## config.mk

```make
export PLATFORM = sky130hd
export DESIGN_NAME = refresh_rate_step_limiter
export DESIGN_NICKNAME = d
export VERILOG_FILES = /design/src/sv/rrsl_pkg.sv /design/src/sv/rrsl_lookup.sv /design/src/sv/rrsl_core.sv /design/src/sv/refresh_rate_step_limiter.sv
export VERILOG_INCLUDE_DIRS = /design/src /design/src/sv
export SDC_FILE = /design/constraint.sdc
export NUM_CORES = 1
export LEC_CHECK = 0
export ABC_AREA = 1
export ABC_CLOCK_PERIOD_IN_PS = 7200
export BUFFER_PORTS_ARGS = -buffer_cell sky130_fd_sc_hd__buf_2
export CORE_MARGIN = 3
export CORE_UTILIZATION = 45
export CTS_BUF_LIST = sky130_fd_sc_hd__clkbuf_8
export CTS_CLUSTER_DIAMETER = 50
export DETAILED_ROUTE_END_ITERATION = 6
export GPL_TIMING_DRIVEN = 1
export PLACE_DENSITY_LB_ADDON = 0.2
export SLEW_MARGIN = 20
export SYNTH_ARGS = -nofsm -noshare
export SYNTH_HDL_FRONTEND = slang
export SYNTH_HIERARCHICAL = 1
export SYNTH_SLANG_ARGS = --single-unit
```

## constraint.sdc

```tcl
create_clock -name clk -period 7.2 [get_ports clk]
set_input_delay 0 -clock clk [delete_from_list [all_inputs] [get_ports clk]]
set_output_delay 0 -clock clk [all_outputs]
set_load 0.02 [all_outputs]
```

## src/sv/refresh_rate_step_limiter_assert.svh

```systemverilog
// ---------------------------------------------------------------------------
// Refresh rate step limiter assertion macros
// Shared concurrent assertion forms, clocked on clk and disabled in reset.
// ---------------------------------------------------------------------------
`ifndef REFRESH_RATE_STEP_LIMITER_ASSERT_SVH
`define REFRESH_RATE_STEP_LIMITER_ASSERT_SVH

// The consequent must hold in the same cycle as the antecedent.
`define RRSL_ASSERT_SAME(label, ante, cons, msg) \
  label: assert property (@(posedge clk) disable iff (!rst_n) (ante) |-> (cons)) \
    else $error(msg);

// The consequent must hold in the cycle after the antecedent.
`define RRSL_ASSERT_NEXT(label, ante, cons, msg) \
  label: assert property (@(posedge clk) disable iff (!rst_n) (ante) |=> (cons)) \
    else $error(msg);

`endif

```

## src/sv/rrsl_pkg.sv

```systemverilog
// ---------------------------------------------------------------------------
// Refresh rate step limiter package
// Widths, codes and shared structures for the step limiter modules.
// ---------------------------------------------------------------------------
package rrsl_pkg;

  // Number of table slots taken into account (two to eight).
  localparam int RATE_SLOTS = 8;

  localparam int RATE_W  = 10;
  localparam int TIME_W  = 48;
  localparam int TMO_W   = 16;
  localparam int CNT_W   = 4;
  localparam int ENTRY_W = 16;
  localparam int TBL_W   = 64;
  localparam int CFG_W   = 64;
  localparam int CFG_IDX_W = 3;
  // Width of the saturated table count.
  localparam int NUM_W   = $clog2(RATE_SLOTS + 1);

  // Configuration register indexes.
  localparam logic [CFG_IDX_W-1:0] CFG_UP_TMO   = 3'd0;
  localparam logic [CFG_IDX_W-1:0] CFG_DN_TMO   = 3'd1;
  localparam logic [CFG_IDX_W-1:0] CFG_COUNT    = 3'd2;
  localparam logic [CFG_IDX_W-1:0] CFG_TBL_LOW  = 3'd3;
  localparam logic [CFG_IDX_W-1:0] CFG_TBL_HIGH = 3'd4;

  typedef enum logic [1:0] {
    DIR_NONE = 2'd0,
    DIR_UP   = 2'd1,
    DIR_DOWN = 2'd2
  } dir_t;

  typedef struct packed {
    logic [RATE_W-1:0] vote_rate;
    logic [TIME_W-1:0] now_ms;
    logic              high_light;
  } item_t;

  typedef struct packed {
    logic [TMO_W-1:0] up_tmo;
    logic [TMO_W-1:0] dn_tmo;
    logic [CNT_W-1:0] rate_count;
    logic [TBL_W-1:0] tbl_low;
    logic [TBL_W-1:0] tbl_high;
  } cfg_t;

  // Table lookup results for the item in flight.
  typedef struct packed {
    logic               up;
    logic               cur_found;
    logic               vote_found;
    logic               next_ok;
    logic [ENTRY_W-1:0] next_rate;
  } lkp_t;

  typedef struct packed {
    logic [RATE_W-1:0] applied_rate;
    dir_t              direction;
    logic              step_started;
    logic [TMO_W-1:0]  step_timeout_ms;
    logic              cancel_task;
  } res_t;

endpackage

```

## src/sv/rrsl_lookup.sv

```systemverilog
// ---------------------------------------------------------------------------
// Refresh rate step limiter table lookup
// Parallel compare of the current rate and the vote against the rate table,
// giving the neighbouring entry in the step direction.
// ---------------------------------------------------------------------------
module rrsl_lookup (
  input  rrsl_pkg::cfg_t                  cfg,
  input  logic [rrsl_pkg::RATE_W-1:0]     cur_rate,
  input  logic [rrsl_pkg::RATE_W-1:0]     vote_rate,
  output rrsl_pkg::lkp_t                  lkp
);
  import rrsl_pkg::*;

  logic [2*TBL_W-1:0]     tbl_all;
  logic [ENTRY_W-1:0]     entry [RATE_SLOTS];
  logic [NUM_W-1:0]       num;
  logic [RATE_SLOTS-1:0]  valid;
  logic [RATE_SLOTS-1:0]  ge;
  logic [RATE_SLOTS-1:0]  first;
  logic [RATE_SLOTS-1:0]  sel;
  logic [RATE_SLOTS-1:0]  hit_cur;
  logic [RATE_SLOTS-1:0]  hit_vote;
  logic [ENTRY_W-1:0]     next_rate;
  logic                   seen;
  logic                   up;

  assign tbl_all = {cfg.tbl_high, cfg.tbl_low};
  assign up      = cur_rate < vote_rate;

  // A count above the slot number saturates.
  assign num = (cfg.rate_count > CNT_W'(RATE_SLOTS)) ? NUM_W'(RATE_SLOTS)
                                                     : NUM_W'(cfg.rate_count);

  // Per-slot compares.
  always_comb begin
    for (int i = 0; i < RATE_SLOTS; i++) begin
      entry[i]    = tbl_all[i*ENTRY_W +: ENTRY_W];
      valid[i]    = NUM_W'(i) < num;
      ge[i]       = valid[i] && (entry[i] >= ENTRY_W'(cur_rate));
      hit_vote[i] = valid[i] && (entry[i] == ENTRY_W'(vote_rate));
    end
  end

  // The first valid entry not below the current rate.
  always_comb begin
    seen = 1'b0;
    for (int i = 0; i < RATE_SLOTS; i++) begin
      first[i] = ge[i] && !seen;
      seen     = seen || ge[i];
    end
  end

  always_comb begin
    for (int i = 0; i < RATE_SLOTS; i++) begin
      hit_cur[i] = first[i] && (entry[i] == ENTRY_W'(cur_rate));
    end
  end

  // Neighbour slot in the step direction, as a one-hot mask.
  assign sel = up ? (first << 1) : (first >> 1);

  always_comb begin
    next_rate = '0;
    for (int i = 0; i < RATE_SLOTS; i++) begin
      if (sel[i] && valid[i]) begin
        next_rate = next_rate | entry[i];
      end
    end
  end

  assign lkp.up         = up;
  assign lkp.cur_found  = |hit_cur;
  assign lkp.vote_found = |hit_vote;
  assign lkp.next_ok    = |(sel & valid);
  assign lkp.next_rate  = next_rate;

endmodule

```

## src/sv/rrsl_core.sv

```systemverilog
// ---------------------------------------------------------------------------
// Refresh rate step limiter decision core
// Holds the current rate, step direction and step end time, and works out
// the result for the item in the input register.
// ---------------------------------------------------------------------------
module rrsl_core (
  input  logic                         clk,
  input  logic                         rst_n,
  input  logic                         adv,
  input  rrsl_pkg::item_t              item,
  input  rrsl_pkg::cfg_t               cfg,
  input  rrsl_pkg::lkp_t               lkp,
  output logic [rrsl_pkg::RATE_W-1:0]  cur_rate,
  output rrsl_pkg::res_t               res
);
  import rrsl_pkg::*;

  logic [RATE_W-1:0] cur_rate_r, cur_rate_nxt;
  dir_t              dir_r, dir_nxt;
  logic [TIME_W-1:0] end_time_r, end_time_nxt;

  logic              bypass;
  logic              expired;
  logic              jump;
  logic [TMO_W-1:0]  tmo;
  dir_t              want;
  logic [TIME_W-1:0] end_sum;

  assign cur_rate = cur_rate_r;

  assign bypass  = (cfg.up_tmo == '0) && (cfg.dn_tmo == '0);
  assign expired = item.now_ms >= end_time_r;
  assign tmo     = lkp.up ? cfg.up_tmo : cfg.dn_tmo;
  assign want    = lkp.up ? DIR_UP : DIR_DOWN;
  assign end_sum = item.now_ms + {{(TIME_W-TMO_W){1'b0}}, tmo};
  assign jump    = (tmo == '0) || item.high_light || !lkp.cur_found ||
                   !lkp.vote_found || !lkp.next_ok;

  // Step decision for one item.
  always_comb begin
    cur_rate_nxt        = cur_rate_r;
    dir_nxt             = dir_r;
    end_time_nxt        = end_time_r;
    res.applied_rate    = item.vote_rate;
    res.step_started    = 1'b0;
    res.step_timeout_ms = '0;
    res.cancel_task     = 1'b0;
    priority if (bypass) begin
      res.applied_rate = item.vote_rate;
    end else if (cur_rate_r == item.vote_rate) begin
      // Target reached: the step ends once its hold time is over.
      if ((dir_r != DIR_NONE) && expired) begin
        dir_nxt         = DIR_NONE;
        res.cancel_task = 1'b1;
      end
    end else if (jump) begin
      dir_nxt         = DIR_NONE;
      cur_rate_nxt    = item.vote_rate;
      res.cancel_task = 1'b1;
    end else begin
      // Start a new step unless one in the same direction is still holding.
      if ((dir_r != want) || expired) begin
        dir_nxt             = want;
        end_time_nxt        = end_sum;
        cur_rate_nxt        = lkp.next_rate[RATE_W-1:0];
        res.step_started    = 1'b1;
        res.step_timeout_ms = tmo;
      end
      res.applied_rate = cur_rate_nxt;
    end
    res.direction = dir_nxt;
  end

  // State update when the item moves to the output register.
  always_ff @(posedge clk) begin
    if (!rst_n) begin
      cur_rate_r <= '0;
      dir_r      <= DIR_NONE;
      end_time_r <= '0;
    end else if (adv) begin
      cur_rate_r <= cur_rate_nxt;
      dir_r      <= dir_nxt;
      end_time_r <= end_time_nxt;
    end
  end

endmodule

```

## src/sv/refresh_rate_step_limiter.sv

```systemverilog
// ---------------------------------------------------------------------------
// Refresh rate step limiter
// Walks the applied display refresh rate toward the voted rate one table
// entry at a time, holding each step for a programmable time, or jumps to it.
// ---------------------------------------------------------------------------
// Usage:
//   Input items (vote rate, millisecond time, light flag) arrive on the in_
//   channel; one result item per input leaves on the out_ channel. Both
//   channels use valid and stall; an item moves when valid is high and
//   stall is low.
//   An accepted item sits in the input register, where the table lookup,
//   step decision and end-time add run, and is then registered in the
//   output register. One item per cycle is sustained while the receiver
//   does not stall; the combinational step decision sets that rate.
//   When the receiver stalls, the output register holds its item; the input
//   register then stalls the sender only if it is also full.
//   The cfg_ port writes timeouts, table count and table words. The user
//   uses it only while the block is idle; the block does not enforce it.
//   Synchronous reset clears the registers, the current rate, the step
//   direction and end time, and empties both pipeline registers.
// ---------------------------------------------------------------------------
module refresh_rate_step_limiter (
  input  logic                              clk,
  input  logic                              rst_n,
  // Configuration write port
  input  logic                              cfg_wr_en,
  input  logic [rrsl_pkg::CFG_IDX_W-1:0]    cfg_index,
  input  logic [rrsl_pkg::CFG_W-1:0]        cfg_wdata,
  // Input channel
  input  logic                              in_valid,
  output logic                              in_stall,
  input  logic [rrsl_pkg::RATE_W-1:0]       in_vote_rate,
  input  logic [rrsl_pkg::TIME_W-1:0]       in_now_ms,
  input  logic                              in_high_light,
  // Result channel
  output logic                              out_valid,
  input  logic                              out_stall,
  output logic [rrsl_pkg::RATE_W-1:0]       out_applied_rate,
  output logic [1:0]                        out_direction,
  output logic                              out_step_started,
  output logic [rrsl_pkg::TMO_W-1:0]        out_step_timeout_ms,
  output logic                              out_cancel_task
);
  import rrsl_pkg::*;

  `include "refresh_rate_step_limiter_assert.svh"

  cfg_t              cfg_r;
  logic              in_vld_r;
  item_t             in_item_r;
  logic              out_vld_r;
  res_t              out_res_r;
  logic              adv;
  lkp_t              lkp;
  res_t              res;
  logic [RATE_W-1:0] cur_rate;

  // Configuration registers.
  always_ff @(posedge clk) begin
    if (!rst_n) begin
      cfg_r <= '0;
    end else if (cfg_wr_en) begin
      unique case (cfg_index)
        CFG_UP_TMO:   cfg_r.up_tmo     <= cfg_wdata[TMO_W-1:0];
        CFG_DN_TMO:   cfg_r.dn_tmo     <= cfg_wdata[TMO_W-1:0];
        CFG_COUNT:    cfg_r.rate_count <= cfg_wdata[CNT_W-1:0];
        CFG_TBL_LOW:  cfg_r.tbl_low    <= cfg_wdata[TBL_W-1:0];
        CFG_TBL_HIGH: cfg_r.tbl_high   <= cfg_wdata[TBL_W-1:0];
        default: ;
      endcase
    end
  end

  // Pipeline flow control.
  assign adv      = in_vld_r && !(out_vld_r && out_stall);
  assign in_stall = in_vld_r && out_vld_r && out_stall;

  // Input register.
  always_ff @(posedge clk) begin
    if (!rst_n) begin
      in_vld_r <= 1'b0;
    end else if (!in_stall) begin
      in_vld_r <= in_valid;
    end
  end

  always_ff @(posedge clk) begin
    if (in_valid && !in_stall) begin
      in_item_r.vote_rate  <= in_vote_rate;
      in_item_r.now_ms     <= in_now_ms;
      in_item_r.high_light <= in_high_light;
    end
  end

  rrsl_lookup u_lookup (
    .cfg       (cfg_r),
    .cur_rate  (cur_rate),
    .vote_rate (in_item_r.vote_rate),
    .lkp       (lkp)
  );

  rrsl_core u_core (
    .clk      (clk),
    .rst_n    (rst_n),
    .adv      (adv),
    .item     (in_item_r),
    .cfg      (cfg_r),
    .lkp      (lkp),
    .cur_rate (cur_rate),
    .res      (res)
  );

  // Output register.
  always_ff @(posedge clk) begin
    if (!rst_n) begin
      out_vld_r <= 1'b0;
    end else begin
      out_vld_r <= adv || (out_vld_r && out_stall);
    end
  end

  always_ff @(posedge clk) begin
    if (adv) begin
      out_res_r <= res;
    end
  end

  assign out_valid           = out_vld_r;
  assign out_applied_rate    = out_res_r.applied_rate;
  assign out_direction       = out_res_r.direction;
  assign out_step_started    = out_res_r.step_started;
  assign out_step_timeout_ms = out_res_r.step_timeout_ms;
  assign out_cancel_task     = out_res_r.cancel_task;

  // Checks on the step decision and the pipeline.
  `RRSL_ASSERT_SAME(a_start_has_dir, out_vld_r && out_res_r.step_started,
    out_res_r.direction != DIR_NONE && out_res_r.step_timeout_ms != '0,
    "step started without direction or timeout")
  `RRSL_ASSERT_SAME(a_cancel_no_dir, out_vld_r && out_res_r.cancel_task,
    out_res_r.direction == DIR_NONE && !out_res_r.step_started,
    "cancel with a step still active")
  `RRSL_ASSERT_SAME(a_no_timeout_idle, out_vld_r && !out_res_r.step_started,
    out_res_r.step_timeout_ms == '0, "timeout reported without a new step")
  `RRSL_ASSERT_NEXT(a_adv_fills_out, adv, out_vld_r,
    "item left the input register but output is empty")

endmodule
```

==> metrics.log <==
[metrics] final weighted congestion of routability-driven global placement: 0.9587
[metrics] number of antenna violations at the first check in global routing: 0
[metrics] DRC violation total after the first TritonRoute iteration: roughly 1.6k
[metrics] total detailed-routing wirelength: about 76 mm
[metrics] category of the most critical setup path: reg -> reg
[metrics] kind of start point of the critical path: register
[metrics] Wirelength per Cell: roughly 19 um
[metrics] Clock Sink Count: between 300 and 400
[metrics] drt drc: 0
[metrics] critical-path cell with the highest stage delay: sky130_fd_sc_hd__a21oi_1
[metrics] number of setup buffers added after CTS: 0
[metrics] number of antenna cells inserted: 0
[metrics] total instance count after detailed placement: about 3.7k
[metrics] area of the mapped netlist: between 0.02 and 0.025 sq mm
[metrics] detailed-route via count: between 20k and 25k
[metrics] reported max-cap violation count: 0
[metrics] worst flop-to-flop path startpoint: in_item_r[57]$_DFFE_PP_
[metrics] Cell Pwr Density: between 150 and 200 mW/mm^2
[metrics] Hold Crit Depth: 2
[metrics] number of failing hold endpoints at the final stage: 0
[metrics] worst setup path start: in_item_r[57]$_DFFE_PP_
[metrics] area growth from synthesis to layout: 17.51%
[metrics] first-pass GRT wire length: between 100 and 150 mm
[metrics] height of the die: roughly 220 um
[metrics] PostCTS Resize Cnt: 0
[metrics] share of final-layout standard cells stronger than drive strength 1: between 10% and 20%
[metrics] crit path capture: u_core/end_time_r[36]$_SDFFE_PN0P_
[metrics] area post-placement: 0.02197 sq mm
[metrics] number of endpoints failing setup at the final stage: 0
[metrics] status: finished clean
[metrics] First-pass DRT Iterations: 6
[metrics] overflow left after global routing: 0
[metrics] Warnings, synthesis: 6
[metrics] path class of the lowest-slack min-delay path: in -> reg
[metrics] maximum fanout along the worst path: 43
[metrics] Root Buffer Master: sky130_fd_sc_hd__clkbuf_8
[metrics] Clock transition at path regs: around 0.06 ns
[metrics] Post-CTS Hold Fix Bufs: about 140
[metrics] detailed-route vias per instance: approximately 5.3
[metrics] Synthesized Nets: 3,344
[metrics] GRT Resource Usage Total: a little under a third
[metrics] Critical Path RT: approximately 7.7 ns
[metrics] count of input and output buffers: 162
[metrics] TritonCTS Buffers: between 50 and 60
[metrics] ports placed on the boundary: 163
[metrics] Detailed Place HPWL: approximately 57 mm
[metrics] gate count of the mapped netlist: just over 3k
[metrics] worst setup slack for register-to-register paths: roughly 1.3 ns
[metrics] largest stage delay on the critical path: roughly 0.7 ns
[metrics] initial core utilization: approximately 46%
[metrics] endpoint of the worst register-to-register path: u_core/end_time_r[36]$_SDFFE_PN0P_
[metrics] final worst setup slack: approximately 1.3 ns
[metrics] final-layout setup total negative slack: 0 ns
[metrics] number of global-route vias before repair: 20.12k
[metrics] max-slew violation count: 0
[metrics] TritonCTS clock tree: done
[metrics] critical path depth in cells: 20
[metrics] layout net count: roughly 3.6k
[metrics] floorplan die width: 221.3 um
[metrics] Worst Reg-to-Reg Cells: 20
[metrics] Core Area: 0.04558 sq mm
[metrics] crit path time final: 5.935 ns
[metrics] pin count of the biggest net entering global routing: 131
[metrics] CP endpoint kind: register
[metrics] row count: around 80
[metrics] maximum clock skew at final layout: 0.02739 ns
[metrics] maximum count of clock buffers along a single path: 3
[metrics] Routed Antenna Nets: 0
[metrics] slew at the pin closest to its max-slew limit: about 1.1 ns
[metrics] clock latency at the later pin of the worst-skew pair: approximately 0.66 ns
[metrics] floorplan die area: 0.04898 sq mm
[metrics] CTS H-Tree Depth: 2
[metrics] CP cell instances: clkinv_1 > ha_1 > nand4_1 > nor4_2 > nor2_4 > buf_4 > a21oi_1 > and2_1 > nand3b_1 > nor2_1 > nand2_1 > nand2_1 > nor3b_1 > nand2_2 > nor3_4 > nand2_4 > clkinv_2 > nand2_1 > nor2_1 > nor2_1
[metrics] CP top delay family: simple AND/OR/NAND/NOR gates
[metrics] Setup Slack @ Placement: roughly 1.5 ns
[metrics] Critical path buffers and inverters: 3
[metrics] crit path DAT: between 6 and 7 ns
[metrics] static leakage: approximately 0.011 uW
[metrics] headroom to the max-slew limit: roughly 24%
[metrics] Final Instance Count excl. Fillers: about 4.0k
[metrics] mean instance size in the synthesized netlist: ~6.8 sq um
[metrics] fmax: ~170 MHz
[metrics] final cell area excluding filler cells: about 0.025 sq mm
[metrics] unrepaired setup endpoints after global routing: false
[metrics] IR Drop Worst-Case VDD: between 0.15 and 0.2 mV
[metrics] Period Utilization, post-route: between 80% and 90%
stage by stage:
step                hold WS (ns)  power, uW  utilization (%)
global placement          0.1770       2879            48.20
CTS                     0.001798       4651            53.78
detailed placement        0.1781       2893            48.20
global route             0.03282       4852            53.79
floorplan                0.09887       2596                -
finish                   0.05889       4628            53.79
per-layer routing:
metal	share of wire (%)	track usage (%)	vias up
met4	4.1	11.84	0
met1	43	39.15	9818
li1	-	-	10400
met2	47	51.34	765
met3	6.2	4.205	167
met5	0	0	-
state kept, by name, summed over array words and instances (netlist names):
signal and count:
out_applied_rate 10, u_core/end_time_r 48, in_item_r 59, out_cancel_task 1, out_step_timeout_ms 16, u_core/cur_rate 10, in_vld_r 1, out_direction 2
cfg_r 164, out_step_started 1, out_valid 1, u_core/dir_r 2
layout by cell type (no fill, tap or decap), types with 12 or more instances in the layout:
cell type and count:
sky130_fd_sc_hd__nand2_1 694, sky130_fd_sc_hd__xor2_1 33, sky130_fd_sc_hd__inv_1 347, sky130_fd_sc_hd__ha_1 153
sky130_fd_sc_hd__a221oi_1 14, sky130_fd_sc_hd__or2_2 13, sky130_fd_sc_hd__dfxtp_1 226, sky130_fd_sc_hd__a21oi_1 117
sky130_fd_sc_hd__nor2_1 605, sky130_fd_sc_hd__nand4_1 53, sky130_fd_sc_hd__edfxtp_1 89, sky130_fd_sc_hd__nand3b_1 15
sky130_fd_sc_hd__dlygate4sd3_1 139, sky130_fd_sc_hd__o21ai_0 72, sky130_fd_sc_hd__buf_4 15, sky130_fd_sc_hd__o21ai_1 12
sky130_fd_sc_hd__clkbuf_8 69, sky130_fd_sc_hd__nand3_1 314, sky130_fd_sc_hd__nor2_4 13, sky130_fd_sc_hd__buf_2 161
sky130_fd_sc_hd__xnor2_1 38, sky130_fd_sc_hd__o22ai_1 14, sky130_fd_sc_hd__nor3_1 30
cell type report:
type | count | area, sq um
Clock buffer | 69 | 949.7
Clock inverter | 31 | 201.4
Fill cell | 4464 | 21060
Inverter | 351 | 1324
Multi-Input combinational cell | 2276 | 11770
Sequential cell | 315 | 7197
Tap cell | 600 | 750.7
Timing Repair Buffer | 316 | 2321
worst min-delay path by stage:
stage,start,endpoint
finish,in_now_ms[10],in_item_r[11]$_DFFE_PP_
global route,in_now_ms[36],in_item_r[37]$_DFFE_PP_
CTS,in_now_ms[3],in_item_r[4]$_DFFE_PP_
detailed placement,in_vote_rate[0],in_item_r[49]$_DFFE_PP_
global placement,in_now_ms[19],in_item_r[20]$_DFFE_PP_
floorplan,in_high_light,in_item_r[0]$_DFFE_PP_
report_power, final:
| group | internal (uW) | leakage [uW] | total (uW) | switching, uW |
|---|---|---|---|---|
| Sequential | 1890 | 0.00271 | 1990 | 99.6 |
| Combinational | 336 | 0.00796 | 943 | 607 |
| Clock | 909 | 0.000650 | 1690 | 783 |
Note: power is estimated with default switching activity, not from simulation.
